### config.mk
export PLATFORM = sky130hd
export DESIGN_NAME = half_cycle_rms_meter_core
export DESIGN_NICKNAME = d
export VERILOG_FILES = /design/src/hcrm_pkg.sv /design/src/hcrm_engine.sv /design/src/half_cycle_rms_meter_core.sv
export SDC_FILE = /design/constraint.sdc
export NUM_CORES = 1
export LEC_CHECK = 0
export ABC_CLOCK_PERIOD_IN_PS = 15800
export CAP_MARGIN = 30
export CORE_AREA = 2 2 210 212
export DETAILED_ROUTE_END_ITERATION = 6
export DIE_AREA = 0 0 212 214
export DONT_BUFFER_PORTS = 1
export PLACE_DENSITY = 0.7
export SKIP_CTS_REPAIR_TIMING = 1
export SYNTH_ARGS = -nofsm -noshare
export SYNTH_HDL_FRONTEND = slang
export SYNTH_SLANG_ARGS = --single-unit
### constraint.sdc
create_clock -name clk -period 15.8 [get_ports clk]
set_clock_uncertainty 0.1 [all_clocks]
set_input_delay 3.95 -clock clk [delete_from_list [all_inputs] [get_ports clk]]
set_output_delay 3.95 -clock clk [all_outputs]
set_load 0.05 [all_outputs]
### src/hcrm_pkg.sv
package hcrm_pkg;

    // configuration port
    localparam int CFG_W     = 16;
    localparam int CFG_IDX_W = 2;

    typedef logic [CFG_W-1:0]     cfg_word_t;
    typedef logic [CFG_IDX_W-1:0] cfg_index_t;

    localparam cfg_index_t CFG_MIN_HALF_CYCLE = 2'd0;
    localparam cfg_index_t CFG_DC_WINDOW      = 2'd1;

    localparam cfg_word_t MIN_HALF_CYCLE_RESET = 16'd500;
    localparam cfg_word_t DC_WINDOW_RESET      = 16'd10000;

    // result word
    localparam int RMS_W = 16;
    typedef logic [RMS_W-1:0] rms_t;

    // window sequencer
    typedef enum logic [4:0]
    {
        ST_IDLE   = 5'b00001,
        ST_SQUARE = 5'b00010,
        ST_ACCUM  = 5'b00100,
        ST_CALC   = 5'b01000,
        ST_EMIT   = 5'b10000
    } state_t;

    // divide / root engine phases
    typedef enum logic [2:0]
    {
        PH_IDLE   = 3'b001,
        PH_DIVIDE = 3'b010,
        PH_ROOT   = 3'b100
    } phase_t;

endpackage

### src/hcrm_engine.sv
module hcrm_engine #(
    parameter int SAMPLE_BITS = 16,
    parameter int COUNT_BITS  = 16
) (
    input  logic                                  clk,
    input  logic                                  rst_n,
    input  logic                                  start,
    input  logic [2*SAMPLE_BITS+COUNT_BITS-1:0]   sum,
    input  logic [COUNT_BITS-1:0]                 count,
    output logic                                  done,
    output hcrm_pkg::rms_t                        rms
);

    localparam int SUM_W  = 2*SAMPLE_BITS + COUNT_BITS;
    localparam int ROOT_W = (SUM_W + 1) / 2;
    localparam int QUO_W  = 2*ROOT_W;
    localparam int ALU_W  = (ROOT_W + 2 > COUNT_BITS + 1) ? ROOT_W + 2 : COUNT_BITS + 1;
    localparam int STEP_W = $clog2(QUO_W);

    hcrm_pkg::phase_t    phase_reg, phase_next;
    logic [STEP_W-1:0]   step_reg, step_next;
    logic [QUO_W-1:0]    quo_reg, quo_next;
    logic [ALU_W-1:0]    rem_reg, rem_next;
    logic [ROOT_W-1:0]   root_reg, root_next;

    // shared subtract / compare unit
    logic [ALU_W-1:0]    alu_a;
    logic [ALU_W-1:0]    alu_b;
    logic [ALU_W:0]      alu_diff;
    logic                alu_ge;
    logic [ALU_W-1:0]    rem_step;
    logic [SAMPLE_BITS-2:0] rms_sat;

    always_comb
    begin
        if (phase_reg == hcrm_pkg::PH_ROOT)
        begin
            // bring down two radicand bits, trial is 4*root + 1
            alu_a = {rem_reg[ALU_W-3:0], quo_reg[QUO_W-1 -: 2]};
            alu_b = ALU_W'({root_reg, 2'b01});
        end
        else
        begin
            // restoring divide, one quotient bit a cycle
            alu_a = {rem_reg[ALU_W-2:0], quo_reg[QUO_W-1]};
            alu_b = ALU_W'(count);
        end
        alu_diff = {1'b0, alu_a} - {1'b0, alu_b};
    end

    assign alu_ge   = ~alu_diff[ALU_W];
    assign rem_step = alu_ge ? alu_diff[ALU_W-1:0] : alu_a;

    always_comb
    begin
        phase_next = phase_reg;
        step_next  = step_reg;
        quo_next   = quo_reg;
        rem_next   = rem_reg;
        root_next  = root_reg;
        case (phase_reg)
            hcrm_pkg::PH_IDLE:
            begin
                if (start)
                begin
                    phase_next = hcrm_pkg::PH_DIVIDE;
                    step_next  = STEP_W'(QUO_W - 1);
                    quo_next   = QUO_W'(sum);
                    rem_next   = '0;
                end
            end
            hcrm_pkg::PH_DIVIDE:
            begin
                quo_next  = {quo_reg[QUO_W-2:0], alu_ge};
                rem_next  = rem_step;
                step_next = step_reg - 1'b1;
                if (step_reg == '0)
                begin
                    // quotient complete, becomes the radicand
                    rem_next   = '0;
                    root_next  = '0;
                    step_next  = STEP_W'(ROOT_W - 1);
                    phase_next = hcrm_pkg::PH_ROOT;
                end
            end
            hcrm_pkg::PH_ROOT:
            begin
                quo_next  = {quo_reg[QUO_W-3:0], 2'b00};
                rem_next  = rem_step;
                root_next = {root_reg[ROOT_W-2:0], alu_ge};
                step_next = step_reg - 1'b1;
                if (step_reg == '0)
                begin
                    phase_next = hcrm_pkg::PH_IDLE;
                end
            end
            default:
            begin
                phase_next = hcrm_pkg::PH_IDLE;
            end
        endcase
    end

    always_ff @(posedge clk or negedge rst_n)
    begin
        if (!rst_n)
        begin
            phase_reg <= hcrm_pkg::PH_IDLE;
            step_reg  <= '0;
        end
        else
        begin
            phase_reg <= phase_next;
            step_reg  <= step_next;
        end
    end

    always_ff @(posedge clk)
    begin
        quo_reg  <= quo_next;
        rem_reg  <= rem_next;
        root_reg <= root_next;
    end

    assign done = (phase_reg == hcrm_pkg::PH_ROOT) && (step_reg == '0);

    // root reaches full scale only for an all most-negative window
    assign rms_sat = root_reg[SAMPLE_BITS-1] ? {(SAMPLE_BITS-1){1'b1}}
                                             : root_reg[SAMPLE_BITS-2:0];
    assign rms     = hcrm_pkg::rms_t'(rms_sat);

    a_start_when_idle: assert property (@(posedge clk) disable iff (!rst_n)
        start |-> phase_reg == hcrm_pkg::PH_IDLE)
        else $error("engine started while busy");

    a_divide_to_root: assert property (@(posedge clk) disable iff (!rst_n)
        (phase_reg == hcrm_pkg::PH_DIVIDE && step_reg == '0) |=>
            phase_reg == hcrm_pkg::PH_ROOT)
        else $error("divide did not hand over to root");

    a_done_to_idle: assert property (@(posedge clk) disable iff (!rst_n)
        done |=> phase_reg == hcrm_pkg::PH_IDLE)
        else $error("engine did not return to idle after done");

endmodule

### src/half_cycle_rms_meter_core.sv
// channel  | direction | handshake              | payload
// ---------+-----------+------------------------+----------------------------------
// input    | in        | in_valid / in_ready    | sample (signed), polarity
// result   | out       | out_valid / out_ready  | rms_value
// config   | in        | cfg_valid / cfg_ready  | cfg_index, cfg_data
//
// a sample that extends the window passes through accept, square and accumulate
// a polarity change that closes nothing passes through accept and square only
// a closing window adds a divide phase and a root phase on the shared subtractor
//   and an emit step; a polarity close starts the engine from square, a dc close
//   from accumulate
// in_ready is high only in idle; a finished word waits in the output register,
//   so the next sample is taken while the result is still unread
// emit stalls while the output register still holds an unread word
// reset clears the window, the polarity and sets both registers to their defaults
module half_cycle_rms_meter_core #(
    parameter int SAMPLE_BITS = 16,
    parameter int COUNT_BITS  = 16
) (
    input  logic                          clk,
    input  logic                          rst_n,
    input  logic                          in_valid,
    output logic                          in_ready,
    input  logic signed [SAMPLE_BITS-1:0] sample,
    input  logic                          polarity,
    output logic                          out_valid,
    input  logic                          out_ready,
    output hcrm_pkg::rms_t                rms_value,
    input  logic                          cfg_valid,
    output logic                          cfg_ready,
    input  hcrm_pkg::cfg_index_t          cfg_index,
    input  hcrm_pkg::cfg_word_t           cfg_data
);

    localparam int SUM_W  = 2*SAMPLE_BITS + COUNT_BITS;
    localparam int PROD_W = 2*SAMPLE_BITS;

    // configuration registers
    hcrm_pkg::cfg_word_t      min_half_reg;
    hcrm_pkg::cfg_word_t      dc_window_reg;

    // sequencer and window state
    hcrm_pkg::state_t         state_reg, state_next;
    logic                     last_pol_reg, last_pol_next;
    logic [SUM_W-1:0]         sum_reg, sum_next;
    logic [COUNT_BITS-1:0]    count_reg, count_next;

    // captured input word and square
    logic [SAMPLE_BITS-1:0]   sample_reg;
    logic                     pol_reg;
    logic [PROD_W-1:0]        prod_reg, prod_next;

    // output register
    hcrm_pkg::rms_t           rms_reg, rms_next;
    logic                     out_valid_reg, out_valid_next;

    logic                     in_accept;
    logic [SAMPLE_BITS-1:0]   mag;
    logic [COUNT_BITS-1:0]    count_inc;
    logic [SUM_W-1:0]         sum_acc;
    logic                     dc_hit;
    logic                     enough;
    logic                     eng_start;
    logic [SUM_W-1:0]         eng_sum;
    logic                     eng_done;
    hcrm_pkg::rms_t           eng_rms;

    assign in_ready  = (state_reg == hcrm_pkg::ST_IDLE);
    assign in_accept = in_valid && in_ready;
    assign cfg_ready = 1'b1;
    assign out_valid = out_valid_reg;
    assign rms_value = rms_reg;

    // magnitude, most negative value maps to 2^(SAMPLE_BITS-1)
    assign mag = sample_reg[SAMPLE_BITS-1] ? (~sample_reg + 1'b1) : sample_reg;

    assign count_inc = count_reg + 1'b1;
    assign sum_acc   = sum_reg + SUM_W'(prod_reg);

    // past the dc window, or counter about to run out
    assign dc_hit = (hcrm_pkg::cfg_word_t'(count_inc) > dc_window_reg)
                 || (count_inc == '1);

    // empty window never divides, even with a zero minimum
    assign enough = (count_reg != '0)
                 && (hcrm_pkg::cfg_word_t'(count_reg) >= min_half_reg);

    // dc close starts the engine on the freshly accumulated sum
    assign eng_sum = (state_reg == hcrm_pkg::ST_ACCUM) ? sum_acc : sum_reg;

    always_comb
    begin
        state_next     = state_reg;
        last_pol_next  = last_pol_reg;
        sum_next       = sum_reg;
        count_next     = count_reg;
        prod_next      = prod_reg;
        rms_next       = rms_reg;
        out_valid_next = out_valid_reg && !out_ready;
        eng_start      = 1'b0;
        case (state_reg)
            hcrm_pkg::ST_IDLE:
            begin
                if (in_valid)
                begin
                    state_next = hcrm_pkg::ST_SQUARE;
                end
            end
            hcrm_pkg::ST_SQUARE:
            begin
                if (pol_reg != last_pol_reg)
                begin
                    // polarity change: drop the sample, close the half cycle
                    last_pol_next = pol_reg;
                    if (enough)
                    begin
                        eng_start  = 1'b1;
                        state_next = hcrm_pkg::ST_CALC;
                    end
                    else
                    begin
                        sum_next   = '0;
                        count_next = '0;
                        state_next = hcrm_pkg::ST_IDLE;
                    end
                end
                else
                begin
                    prod_next  = mag * mag;
                    state_next = hcrm_pkg::ST_ACCUM;
                end
            end
            hcrm_pkg::ST_ACCUM:
            begin
                sum_next   = sum_acc;
                count_next = count_inc;
                if (dc_hit)
                begin
                    eng_start  = 1'b1;
                    state_next = hcrm_pkg::ST_CALC;
                end
                else
                begin
                    state_next = hcrm_pkg::ST_IDLE;
                end
            end
            hcrm_pkg::ST_CALC:
            begin
                if (eng_done)
                begin
                    state_next = hcrm_pkg::ST_EMIT;
                end
            end
            hcrm_pkg::ST_EMIT:
            begin
                // wait for room in the output register
                if (!out_valid_reg || out_ready)
                begin
                    rms_next       = eng_rms;
                    out_valid_next = 1'b1;
                    sum_next       = '0;
                    count_next     = '0;
                    state_next     = hcrm_pkg::ST_IDLE;
                end
            end
            default:
            begin
                state_next = hcrm_pkg::ST_IDLE;
            end
        endcase
    end

    always_ff @(posedge clk or negedge rst_n)
    begin
        if (!rst_n)
        begin
            state_reg     <= hcrm_pkg::ST_IDLE;
            last_pol_reg  <= 1'b0;
            sum_reg       <= '0;
            count_reg     <= '0;
            out_valid_reg <= 1'b0;
        end
        else
        begin
            state_reg     <= state_next;
            last_pol_reg  <= last_pol_next;
            sum_reg       <= sum_next;
            count_reg     <= count_next;
            out_valid_reg <= out_valid_next;
        end
    end

    // payload registers, no reset needed
    always_ff @(posedge clk)
    begin
        if (in_accept)
        begin
            sample_reg <= sample;
            pol_reg    <= polarity;
        end
        prod_reg <= prod_next;
        rms_reg  <= rms_next;
    end

    // register writes, unknown indexes are dropped
    always_ff @(posedge clk or negedge rst_n)
    begin
        if (!rst_n)
        begin
            min_half_reg  <= hcrm_pkg::MIN_HALF_CYCLE_RESET;
            dc_window_reg <= hcrm_pkg::DC_WINDOW_RESET;
        end
        else if (cfg_valid && cfg_ready)
        begin
            case (cfg_index)
                hcrm_pkg::CFG_MIN_HALF_CYCLE: min_half_reg  <= cfg_data;
                hcrm_pkg::CFG_DC_WINDOW:      dc_window_reg <= cfg_data;
                default:                      ;
            endcase
        end
    end

    // divide and root on the shared subtractor
    hcrm_engine #(
        .SAMPLE_BITS (SAMPLE_BITS),
        .COUNT_BITS  (COUNT_BITS)
    ) u_engine (
        .clk   (clk),
        .rst_n (rst_n),
        .start (eng_start),
        .sum   (eng_sum),
        .count (count_reg),
        .done  (eng_done),
        .rms   (eng_rms)
    );

    a_idle_count_below_max: assert property (@(posedge clk) disable iff (!rst_n)
        state_reg == hcrm_pkg::ST_IDLE |-> count_reg != '1)
        else $error("window counter left full in idle");

    a_done_to_emit: assert property (@(posedge clk) disable iff (!rst_n)
        (state_reg == hcrm_pkg::ST_CALC && eng_done) |=> state_reg == hcrm_pkg::ST_EMIT)
        else $error("engine result not taken to emit");

    a_polarity_only_on_square: assert property (@(posedge clk) disable iff (!rst_n)
        (last_pol_reg != $past(last_pol_reg)) |-> $past(state_reg) == hcrm_pkg::ST_SQUARE)
        else $error("stored polarity changed outside the square step");

    a_window_cleared_on_result: assert property (@(posedge clk) disable iff (!rst_n)
        $rose(out_valid_reg) |-> (count_reg == '0 && sum_reg == '0))
        else $error("window not cleared when a result was loaded");

endmodule
### After elaboration in Yosys (flattened, before gate mapping)

Cells that the tools add are included.

| storage, ports and cells | value |
|---|---|
| logic and storage cells | 110 |
| latch bits | 0 |
| memories | 0 |
| bits in writable memories | 0 |
| ROM bits | 0 |
| input port bits | 40 |
| bits in registers | 273 |

| cells by class | value |
|---|---|
| multipliers | 1 |
| divide/modulo/power cells | 0 |
| eq/ne operators | 19 |
| bitwise gates (word level) | 3 |
| add/subtract/negate cells | 5 |
| shift-type cells | 0 |
| reduce and logical (&&, ||, !) cells | 24 |
| mux-type cells | 40 |
| order comparisons | 2 |

Operators with widths:

| kind | number |
|---|---|
| $pmux W48 S3 | 2 |
| $mux W48 | 5 |
| $mux W25 | 3 |
| $pmux W25 S3 | 1 |
| $mux W16 | 4 |
| $mux W26 | 2 |
| $add A48 B32 Y48 | 1 |
| $pmux W16 S3 | 1 |
| $pmux W24 S2 | 1 |
| $add A16 B1 Y16 const B | 2 |
| $mul A16 B16 Y32 | 1 |
| $sub A26 B26 Y27 | 1 |
| $pmux W5 S5 | 1 |
| $mux W24 | 1 |
| $mux W5 | 4 |
| $pmux W6 S3 | 1 |
| $eq A16 B16 Y1 const B | 1 |
| $ge A16 B16 Y1 | 1 |
| $gt A16 B16 Y1 | 1 |
| $not A16 Y16 | 1 |
| $reduce_bool A16 Y1 | 1 |
| $ne A2 B2 Y1 const B | 7 |
| $reduce_and A2 Y1 | 7 |
| $mux W6 | 2 |
| other kinds (27) | 42 |

### Longest topological paths before layout

Gate-level depths: netlist of run 1.

| logic depth | value |
|---|---|
| word-level depth | 7 |
| depth in mapped cells | 31 |
| mapped depth without buffers | 30 |

### Modules after synthesis

From an unflattened synthesis of run 1, not the netlist that was laid out.

| second synthesis, totals | value |
|---|---|
| cell total of the unflattened synthesis | 2,554 |
| area, all modules | 23,709.0 µm² |

By module, submodules not included:

| module | sequential area each (µm²) | area an instance (µm²) | cells an instance | instances |
|---|---|---|---|---|
| half_cycle_rms_meter_core | 4,514.3 | 16,938.7 | 1,831 | 1 |
| hcrm_engine | 3,139.3 | 6,770.2 | 723 | 1 |

### Worst setup path before layout of run 1

Ideal clock, no wire load.

| path | value |
|---|---|
| kind | register -> register |
| start | reg sample_reg[5] |
| end | reg prod_reg[30], data pin |
| arrival | 7.659 ns |
| clock period less this slack | 8.019 ns |
| stages on the path, launching flop included | 26 |
| setup time | 0.260 ns |
| required time | 15.440 ns |
| setup slack | 7.781 ns |
| cells stage by stage | edfxtp_1 -> or4_1 -> or3_1 -> or3_1 -> o31ai_1 -> xor2_1 -> inv_2 -> nand2_1 -> fa_1 -> fa_1 -> inv_1 -> fa_1 -> fa_1 -> fa_1 -> inv_1 -> fa_1 -> inv_1 -> ha_1 -> a2111o_1 -> o22ai_1 -> o211ai_1 -> o221ai_1 -> a21oi_1 -> a2111oi_0 -> nor2_1 -> xor2_1 |

| on the way | value |
|---|---|
| cells in the longest elaborated chain, start to end | 4 |

RTL lines:

| what | line | source |
|---|---|---|
| start: declaration | half_cycle_rms_meter_core.sv:49 | `logic [SAMPLE_BITS-1:0] sample_reg;` |
| start signal: assignment | half_cycle_rms_meter_core.sv:198 | `sample_reg <= sample;` |
| $not A16 Y16 | half_cycle_rms_meter_core.sv:75 | `assign mag = sample_reg[SAMPLE_BITS-1] ? (~sample_reg + 1'b1) : sample_reg;` |
| $add A16 B1 Y16 | half_cycle_rms_meter_core.sv:75 |  |
| $mux W16 * | half_cycle_rms_meter_core.sv:75 |  |
| $mul A16 B16 Y32 * | half_cycle_rms_meter_core.sv:129 | `prod_next = mag * mag;` |
| end signal: assignment | half_cycle_rms_meter_core.sv:201 | `prod_reg <= prod_next;` |
| end: declaration | half_cycle_rms_meter_core.sv:51 | `logic [PROD_W-1:0] prod_reg, prod_next;` |

Every way passes the cells marked *; elsewhere a longest branch is shown, timed or not.
A chain may end at the register's enable or synchronous reset.

### Final worst setup path of run 1

Ends and elaborated chain as after synthesis.

==> qor.txt, run 1 <==
Period minus WS final = 8.81 ns
DPL Wire Length = 40700 µm
most frequent cells in the layout = 339 x nand2_1, 314 x inv_1, 191 x ha_1
final WL = 52400 µm
post-synthesis xor/xnor area fraction = 4.99%
DR top layer = met4
main combinational cell family by area after synthesis = adder cells
Startpoint Class = flip-flop
met3 wire length = 2100 µm
Crit. Startpoint = sample_reg[5]$_DFFE_PP_
core box area = 42900 µm²
Cell Area, Synth = 23000 µm²
yosys warns = 0
WL per Instance = 17.4 µm
WHS = 0.391 ns
multi-input logic area = 13800 µm²
Simple-Gate Fraction of Synth Area = 14.3%
gr ovfl total = 0
clock sinks = 272
die width = 212 µm
Worst path slowest cell = or4_1
ys flop type = edfxtp_1
CTS tree = yes
Fmax achieved = 114 MHz
Initial DRT Pass Iterations = 5
routability congestion estimate = 0.961
GRT Total Usage = 23.5%
Max FO, Critical Path = 9
worst setup path class = reg -> reg
Worst EP arrival = 9.03 ns
launch point of the worst reg-to-reg path = sample_reg[5]$_DFFE_PP_
EDFF count, synth = 160
via count = 17100
Post-Synthesis Cells = 2433
Worst Hold Launch = sum_reg[47]$_DFFE_PN0P_
Detail Route Antenna Nets = 0
Die Ht = 214 µm
DRC viols = 0
most common library cell in the layout ignoring fill and taps = nand2_1
setup_tns = 0 ns
Row Count = 76
DR WL met2 = 26000 µm
TritonCTS Buffers = 30
status = finished clean
Async SR Flop Fraction = 41.2%
Slew Limit Fails = 0
Setup WS post-layout = 6.99 ns
count of unique library cells instantiated by Yosys = 75
Die Area = 45400 µm²
Largest stage delay, worst path = 0.58 ns
pre-CTS setup slack = 7.13 ns
effective utilization at floorplan = 53.5%
root cell of the clock tree = clkbuf_16
Max-slew headroom = 33.4%
area share of fa/ha/maj cells after synthesis = 24.9%
register area = 7620 µm²
Filler cells = 3711
actual slew at the worst max-slew pin = 0.997 ns
largest net degree at the start of global routing = 113
most frequent CP cell = fa_1
Reg clk slew, reported paths = 0.06 ns
First DRT Iteration DRCs = 1089
vias in the first global route = 17200
Avg Synthesized Cell Area = 9.43 µm²
RSZ-0062 raised after global routing = false
Crit. End Element = flip-flop
routed vias/inst = 5.68
Synth Register Bits = 272
fin nets = 2803
H-tree depth = 1
Clock Path Buffers = 3
Final Hold Viols = 0
clock latency at the later pin of the worst-skew pair = 0.60 ns
sequential-to-total area share from yosys stat = 33.2%
Buffers on Ports = 0
Syn-to-layout area delta = 7.40%
initial antenna violation count = 0
WL met1 = 22800 µm
Min-Delay Path Depth = 1
global-route wire length before repair = 87100 µm
Compound-Gate Fraction of Synth Area = 14.1%
Antenna Cells = 0
Final period util = 55.7%
# IOs = 59
final setup vio count = 0
max-cap viol count = 0
Critical Path RT = 16.03 ns
post-synthesis mux area share = 1.72%
r2r worst-path depth = 28
layout cells sized above 1 = 5.93%
min-delay worst type = reg -> reg
worst max-delay path, delay by kind of cell (launching register included):
kind	cells	cell delay, ns
DFF	1	0.45
AOI/OAI and AO/OA	7	1.58
buffers and inverters	6	0.54
and+or+nand+nor	6	1.79
xor gates and xnor gates	2	0.66
adders and majority gates	7	3.46
cells in the mapped netlist, types with 19 or more instances:
cell type  number  area (µm²)
inv_1         315        1180
clkbuf_1       79         297
and3_1         35         219
a21oi_1       146         731
a22o_1         21         184
nand2_1       339        1270
xor2_1         55         482
mux2_2         19         214
dfrtp_1        99        2480
a22oi_1        20         150
nor2_1        147         552
a21o_1         56         420
nand3_1        41         205
fa_1          166        3320
or2_2          19         119
edfxtp_1      160        4800
ha_1          191        2390
nor3_1         28         140
xnor2_1        72         631
nand4_1        23         144
o21ai_0       121         606
final cells by class:
cell class	instances	area share, %
Clock buffer	40	3.36
Clock inverter	16	0.954
Inverter	321	4.89
Multi-Input combinational cell	1760	56.2
Tap cell	585	2.97
Sequential cell	272	30.9
Timing Repair Buffer	21	0.721
layer usage:
layer	GRT usage [%]	up-vias
met5	0	-
met4	6.50	0
met1	31.2	8345
met2	40.5	424
li1	-	8241
met3	2.68	113
worst paths after layout:
| path | slack [ns] | endpoint |
|---|---|---|
| worst max-delay path | 6.99 | prod_reg[30]$_DFFE_PP_ |
| worst min-delay path | 0.39 | sum_reg[47]$_DFFE_PN0P_ |
| worst max register to register | 6.99 | prod_reg[30]$_DFFE_PP_ |
| worst min register to register | 0.39 | sum_reg[47]$_DFFE_PN0P_ |
| max in group asynchronous | 12.39 | u_engine.phase_reg[0]$_DFFE_PN1P_ |
| min in group asynchronous | 2.94 | count_reg[8]$_DFFE_PN0P_ |
logic make-up after synthesis:
kind of cell    count (synthesis)
buf+inv                       412
flops                         272
mux                            37
other cells                     2
xor+xnor                      129
simple gates                  721
fa+ha+maj                     357
compound gates                503
metrics by stage:
step | instance area (µm²) | instances | utilization [%]
after floorplan | 23000 | 2444 | -
after global placement | 23600 | 2957 | 54.9
after detailed placement | 23600 | 2959 | 55.0
after CTS | 24700 | 3015 | 57.5
after global routing | 24700 | 3015 | 57.5
final | 24700 | 3015 | 57.5
Power of run 1 is not shown: default switching activity piles up to over one toggle a cycle in this logic, so the estimate is an artifact.
==> run 2: changes to the inputs <==
--- a/config.mk
+++ b/config.mk
@@ -5,7 +5,7 @@
 export SDC_FILE = /design/constraint.sdc
 export NUM_CORES = 1
 export LEC_CHECK = 0
-export ABC_CLOCK_PERIOD_IN_PS = 15800
+export ABC_CLOCK_PERIOD_IN_PS = 9200
 export CAP_MARGIN = 30
 export CORE_AREA = 2 2 210 212
 export DETAILED_ROUTE_END_ITERATION = 6
==> constraint.sdc (replaced) <==
create_clock -name clk -period 9.2 [get_ports clk]
set_clock_uncertainty 0.1 [all_clocks]
set_input_delay 2.3 -clock clk [delete_from_list [all_inputs] [get_ports clk]]
set_output_delay 2.3 -clock clk [all_outputs]
set_load 0.05 [all_outputs]
==> qor.txt, run 2 (same netlist as run 1, synthesis figures left out) <==
GRT Total Usage = 23.5%
Critical Path RT = 9.42 ns
effective utilization at floorplan = 53.5%
Reg clk slew, reported paths = 0.07 ns
max-cap viol count = 0
H-tree depth = 1
DRC viols = 0
# IOs = 59
Syn-to-layout area delta = 7.77%
final setup vio count = 0
status = finished clean
worst setup path class = reg -> reg
Antenna Cells = 0
actual slew at the worst max-slew pin = 0.975 ns
Buffers on Ports = 0
most frequent cells in the layout = 339 x nand2_1, 314 x inv_1, 191 x ha_1
layout cells sized above 1 = 6.42%
multi-input logic area = 13900 µm²
register area = 7620 µm²
Die Area = 45400 µm²
Max-slew headroom = 34.5%
clock sinks = 272
Final period util = 94.6%
core box area = 42900 µm²
die width = 212 µm
most common library cell in the layout ignoring fill and taps = nand2_1
global-route wire length before repair = 87900 µm
Startpoint Class = flip-flop
First DRT Iteration DRCs = 1355
CTS tree = yes
fin nets = 2817
clock latency at the later pin of the worst-skew pair = 0.61 ns
Row Count = 76
Slew Limit Fails = 0
Detail Route Antenna Nets = 0
Max FO, Critical Path = 14
setup_tns = 0 ns
Fmax achieved = 115 MHz
routed vias/inst = 5.77
Die Ht = 214 µm
WL per Instance = 17.4 µm
vias in the first global route = 18000
initial antenna violation count = 0
DPL Wire Length = 40600 µm
via count = 17500
Clock Path Buffers = 3
Crit. End Element = flip-flop
Worst EP arrival = 8.92 ns
final WL = 52700 µm
root cell of the clock tree = clkbuf_16
Final Hold Viols = 0
Period minus WS final = 8.70 ns
TritonCTS Buffers = 30
gr ovfl total = 0
RSZ-0062 raised after global routing = false
largest net degree at the start of global routing = 113
Filler cells = 3702
min-delay worst type = reg -> reg
routability congestion estimate = 0.948
Initial DRT Pass Iterations = 6
-- run 2: cell count changes in the layout (fill, tap and decap cells not counted), moves of 2 or more --
cell / before / now
clkinv_4: 0 / 3
clkinv_2: 7 / 5
xor2_2: 2 / 4
buf_4: 20 / 32
clkinv_1: 4 / 8
xor2_1: 55 / 53
clkbuf_8: 4 / 0
-- run 2: area by class of cell --
cell class | instances | share of cell area [%]
Multi-Input combinational cell | 1760 | 56.1
Sequential cell | 272 | 30.8
Inverter | 321 | 4.87
Clock buffer | 35 | 3.11
Tap cell | 585 | 2.96
Timing Repair Buffer | 35 | 1.21
Clock inverter | 21 | 0.976
-- run 2: worst max-delay path, cell delays in order, from the launching register on --
cell       delay [ns]
edfxtp_1         0.46
or4_1            0.59
or3_1            0.36
or3_1            0.40
nand2_1          0.12
xor2_2           0.33
inv_1            0.32
and2_1           0.27
fa_1             0.51
fa_1             0.52
fa_1             0.51
fa_1             0.52
fa_1             0.54
inv_1            0.05
fa_1             0.52
inv_1            0.04
ha_1             0.38
a2111o_1         0.40
o22ai_1          0.15
o211ai_1         0.22
o221ai_1         0.23
a21oi_1          0.14
a2111oi_0        0.43
nor2_1           0.13
xor2_1           0.17
-- run 2: worst paths after layout --
kind	cells after the start	end	start	slack [ns]
setup / recovery	24	prod_reg[30]$_DFFE_PP_	sample_reg[5]$_DFFE_PP_	0.50
hold / removal	1	sum_reg[47]$_DFFE_PN0P_	sum_reg[47]$_DFFE_PN0P_	0.40
setup reg to reg	24	prod_reg[30]$_DFFE_PP_	sample_reg[5]$_DFFE_PP_	0.50
hold reg to reg	1	sum_reg[47]$_DFFE_PN0P_	sum_reg[47]$_DFFE_PN0P_	0.40
max in group asynchronous	0	u_engine.phase_reg[0]$_DFFE_PN1P_	rst_n	7.45
min in group asynchronous	0	count_reg[7]$_DFFE_PN0P_	rst_n	1.29
-- run 2: routing by layer --
metal / track usage, % / vias up / wire (µm)
li1: - / 8259 / -
met1: 30.3 / 8556 / 21900
met2: 41.2 / 544 / 26200
met3: 3.09 / 122 / 2900
met4: 7.30 / 0 / 1630
met5: 0 / - / 0
-- run 2: stage by stage --
step | area [µm²] | std cells | util (%) | setup WS, ns | hold slack [ns]
6_report | 24700 | 3029 | 57.7 | 0.495 | 0.398
5_1_grt | 24700 | 3029 | 57.7 | 0.0216 | 0.428
4_1_cts | 24700 | 3027 | 57.5 | 0.368 | 0.401
3_5_place_dp | 23700 | 2971 | 55.2 | 0.416 | 0.393
3_3_place_gp | 23600 | 2969 | 55.1 | 0.667 | 0.378
2_1_floorplan | 23000 | 2444 | - | 1.18 | 0.368
Power of run 2 is left out for the same reason.
==> run 3: changes to the inputs <==
--- a/config.mk
+++ b/config.mk
@@ -7,11 +7,13 @@
 export LEC_CHECK = 0
 export ABC_CLOCK_PERIOD_IN_PS = 9200
 export CAP_MARGIN = 30
-export CORE_AREA = 2 2 210 212
+export CELL_PAD_IN_SITES_DETAIL_PLACEMENT = 1
+export CELL_PAD_IN_SITES_GLOBAL_PLACEMENT = 1
+export CORE_AREA = 2 2 214 216
 export DETAILED_ROUTE_END_ITERATION = 6
-export DIE_AREA = 0 0 212 214
+export DIE_AREA = 0 0 216 218
 export DONT_BUFFER_PORTS = 1
-export PLACE_DENSITY = 0.7
+export PLACE_DENSITY = 0.82
 export SKIP_CTS_REPAIR_TIMING = 1
 export SYNTH_ARGS = -nofsm -noshare
 export SYNTH_HDL_FRONTEND = slang
==> qor.txt, run 3 (same netlist as run 1, synthesis figures left out) <==
clock sinks = 272
Filler cells = 5122
Die Area = 47100 µm²
First DRT Iteration DRCs = 1192
routed vias/inst = 5.91
launch point of the worst reg-to-reg path = sample_reg[5]$_DFFE_PP_
Final Hold Viols = 0
r2r setup slk = 0.45 ns
Worst path slowest cell = or4_1
Worst Hold Launch = sum_reg[47]$_DFFE_PN0P_
Reg clk slew, reported paths = 0.06 ns
root cell of the clock tree = clkbuf_16
Worst EP arrival = 8.99 ns
CTS tree = yes
# IOs = 59
Max-slew headroom = 32.7%
min-delay worst type = reg -> reg
Detail Route Antenna Nets = 0
routability congestion estimate = 0.922
Fmax achieved = 114 MHz
Syn-to-layout area delta = 8.18%
Buffers on Ports = 0
via count = 18000
register area = 7620 µm²
status = finished clean
global-route wire length before repair = 103000 µm
final setup vio count = 0
Row Count = 78
Crit. End Element = flip-flop
Antenna Cells = 0
most common library cell in the layout ignoring fill and taps = nand2_1
clock latency at the later pin of the worst-skew pair = 0.61 ns
DPL Wire Length = 47300 µm
Largest stage delay, worst path = 0.60 ns
multi-input logic area = 13900 µm²
effective utilization at floorplan = 51.1%
worst setup path class = reg -> reg
most frequent CP cell = fa_1
Die Ht = 218 µm
layout cells sized above 1 = 6.54%
Worst Setup EP = prod_reg[30]$_DFFE_PP_
Clock Path Buffers = 3
Period minus WS final = 8.75 ns
final core utilization = 55.3%
most frequent cells in the layout = 339 x nand2_1, 313 x inv_1, 191 x ha_1
H-tree depth = 1
Slew Limit Fails = 0
Startpoint Class = flip-flop
initial antenna violation count = 0
Critical Path RT = 9.44 ns
final WL = 63300 µm
WL per Instance = 20.8 µm
setup_tns = 0 ns
capturing point of the worst reg2reg path = prod_reg[30]$_DFFE_PP_
die width = 216 µm
vias in the first global route = 20100
Max FO, Critical Path = 11
actual slew at the worst max-slew pin = 1.01 ns
Initial DRT Pass Iterations = 5
core box area = 44900 µm²
Crit. Startpoint = sample_reg[5]$_DFFE_PP_
r2r worst-path depth = 25
TritonCTS Buffers = 31
gr ovfl total = 0
GRT Total Usage = 27.1%
Final period util = 95.1%
max-cap viol count = 0
largest net degree at the start of global routing = 113
fin nets = 2820
RSZ-0062 raised after global routing = false
DRC viols = 0
[run 3: cell count changes in the layout (fill, tap and decap cells not counted), sizes merged]
| cell | delta |
|---|---|
| clkbuf | +14 |
| clkinv | -9 |
| buf | +2 |
| bufinv | -2 |
| inv | -1 |
[run 3: worst min-delay path by stage]
stage,to,slack [ns],cells after the start
finish,sum_reg[47]$_DFFE_PN0P_,0.41,1
global route,sum_reg[24]$_DFFE_PN0P_,0.43,1
CTS,dc_window_reg[15]$_DFFE_PN0P_,0.42,1
detailed placement,dc_window_reg[14]$_DFFE_PN0P_,0.40,1
global placement,sum_reg[47]$_DFFE_PN0P_,0.38,1
floorplan,u_engine.step_reg[2]$_DFFE_PN0P_,0.37,1
[run 3: final cells by class]
type,count,share of cell area [%]
clock buffer,49,3.76
clock inverter,9,0.438
inverter,321,4.87
multi-input combinational,1760,55.9
sequential,272,30.7
tap,600,3.02
timing repair buffer,37,1.30
[run 3: critical path: cells and delay by family (launching register included)]
kind	cells	cell delay, ns
XOR/XNOR	2	0.46
AO/OA/AOI/OAI	6	1.59
buffers and inverters	4	0.48
flip-flops	1	0.47
adder cells (fa/ha/maj)	7	3.51
AND/OR/NAND/NOR	6	1.86
[run 3: stage by stage]
stage | setup WS (ns) | cell area [µm²] | hold slack [ns] | instances
floorplan | 1.18 | 23000 | 0.368 | 2444
global placement | 0.633 | 23600 | 0.379 | 2982
detailed placement | 0.344 | 23700 | 0.402 | 2984
CTS | 0.287 | 24700 | 0.415 | 3042
global route | 0.0138 | 24800 | 0.431 | 3048
finish | 0.452 | 24800 | 0.407 | 3048
[run 3: metal layers]
metal	wire length (µm)	vias up	track usage [%]	share of wire, %
met5	0	-	0	0
met4	2520	0	11.1	4.0
met3	2630	145	3.03	4.2
met2	32900	413	49.9	52
met1	25300	9176	32.1	40
li1	-	8267	-	-
Power of run 3 is left out for the same reason.
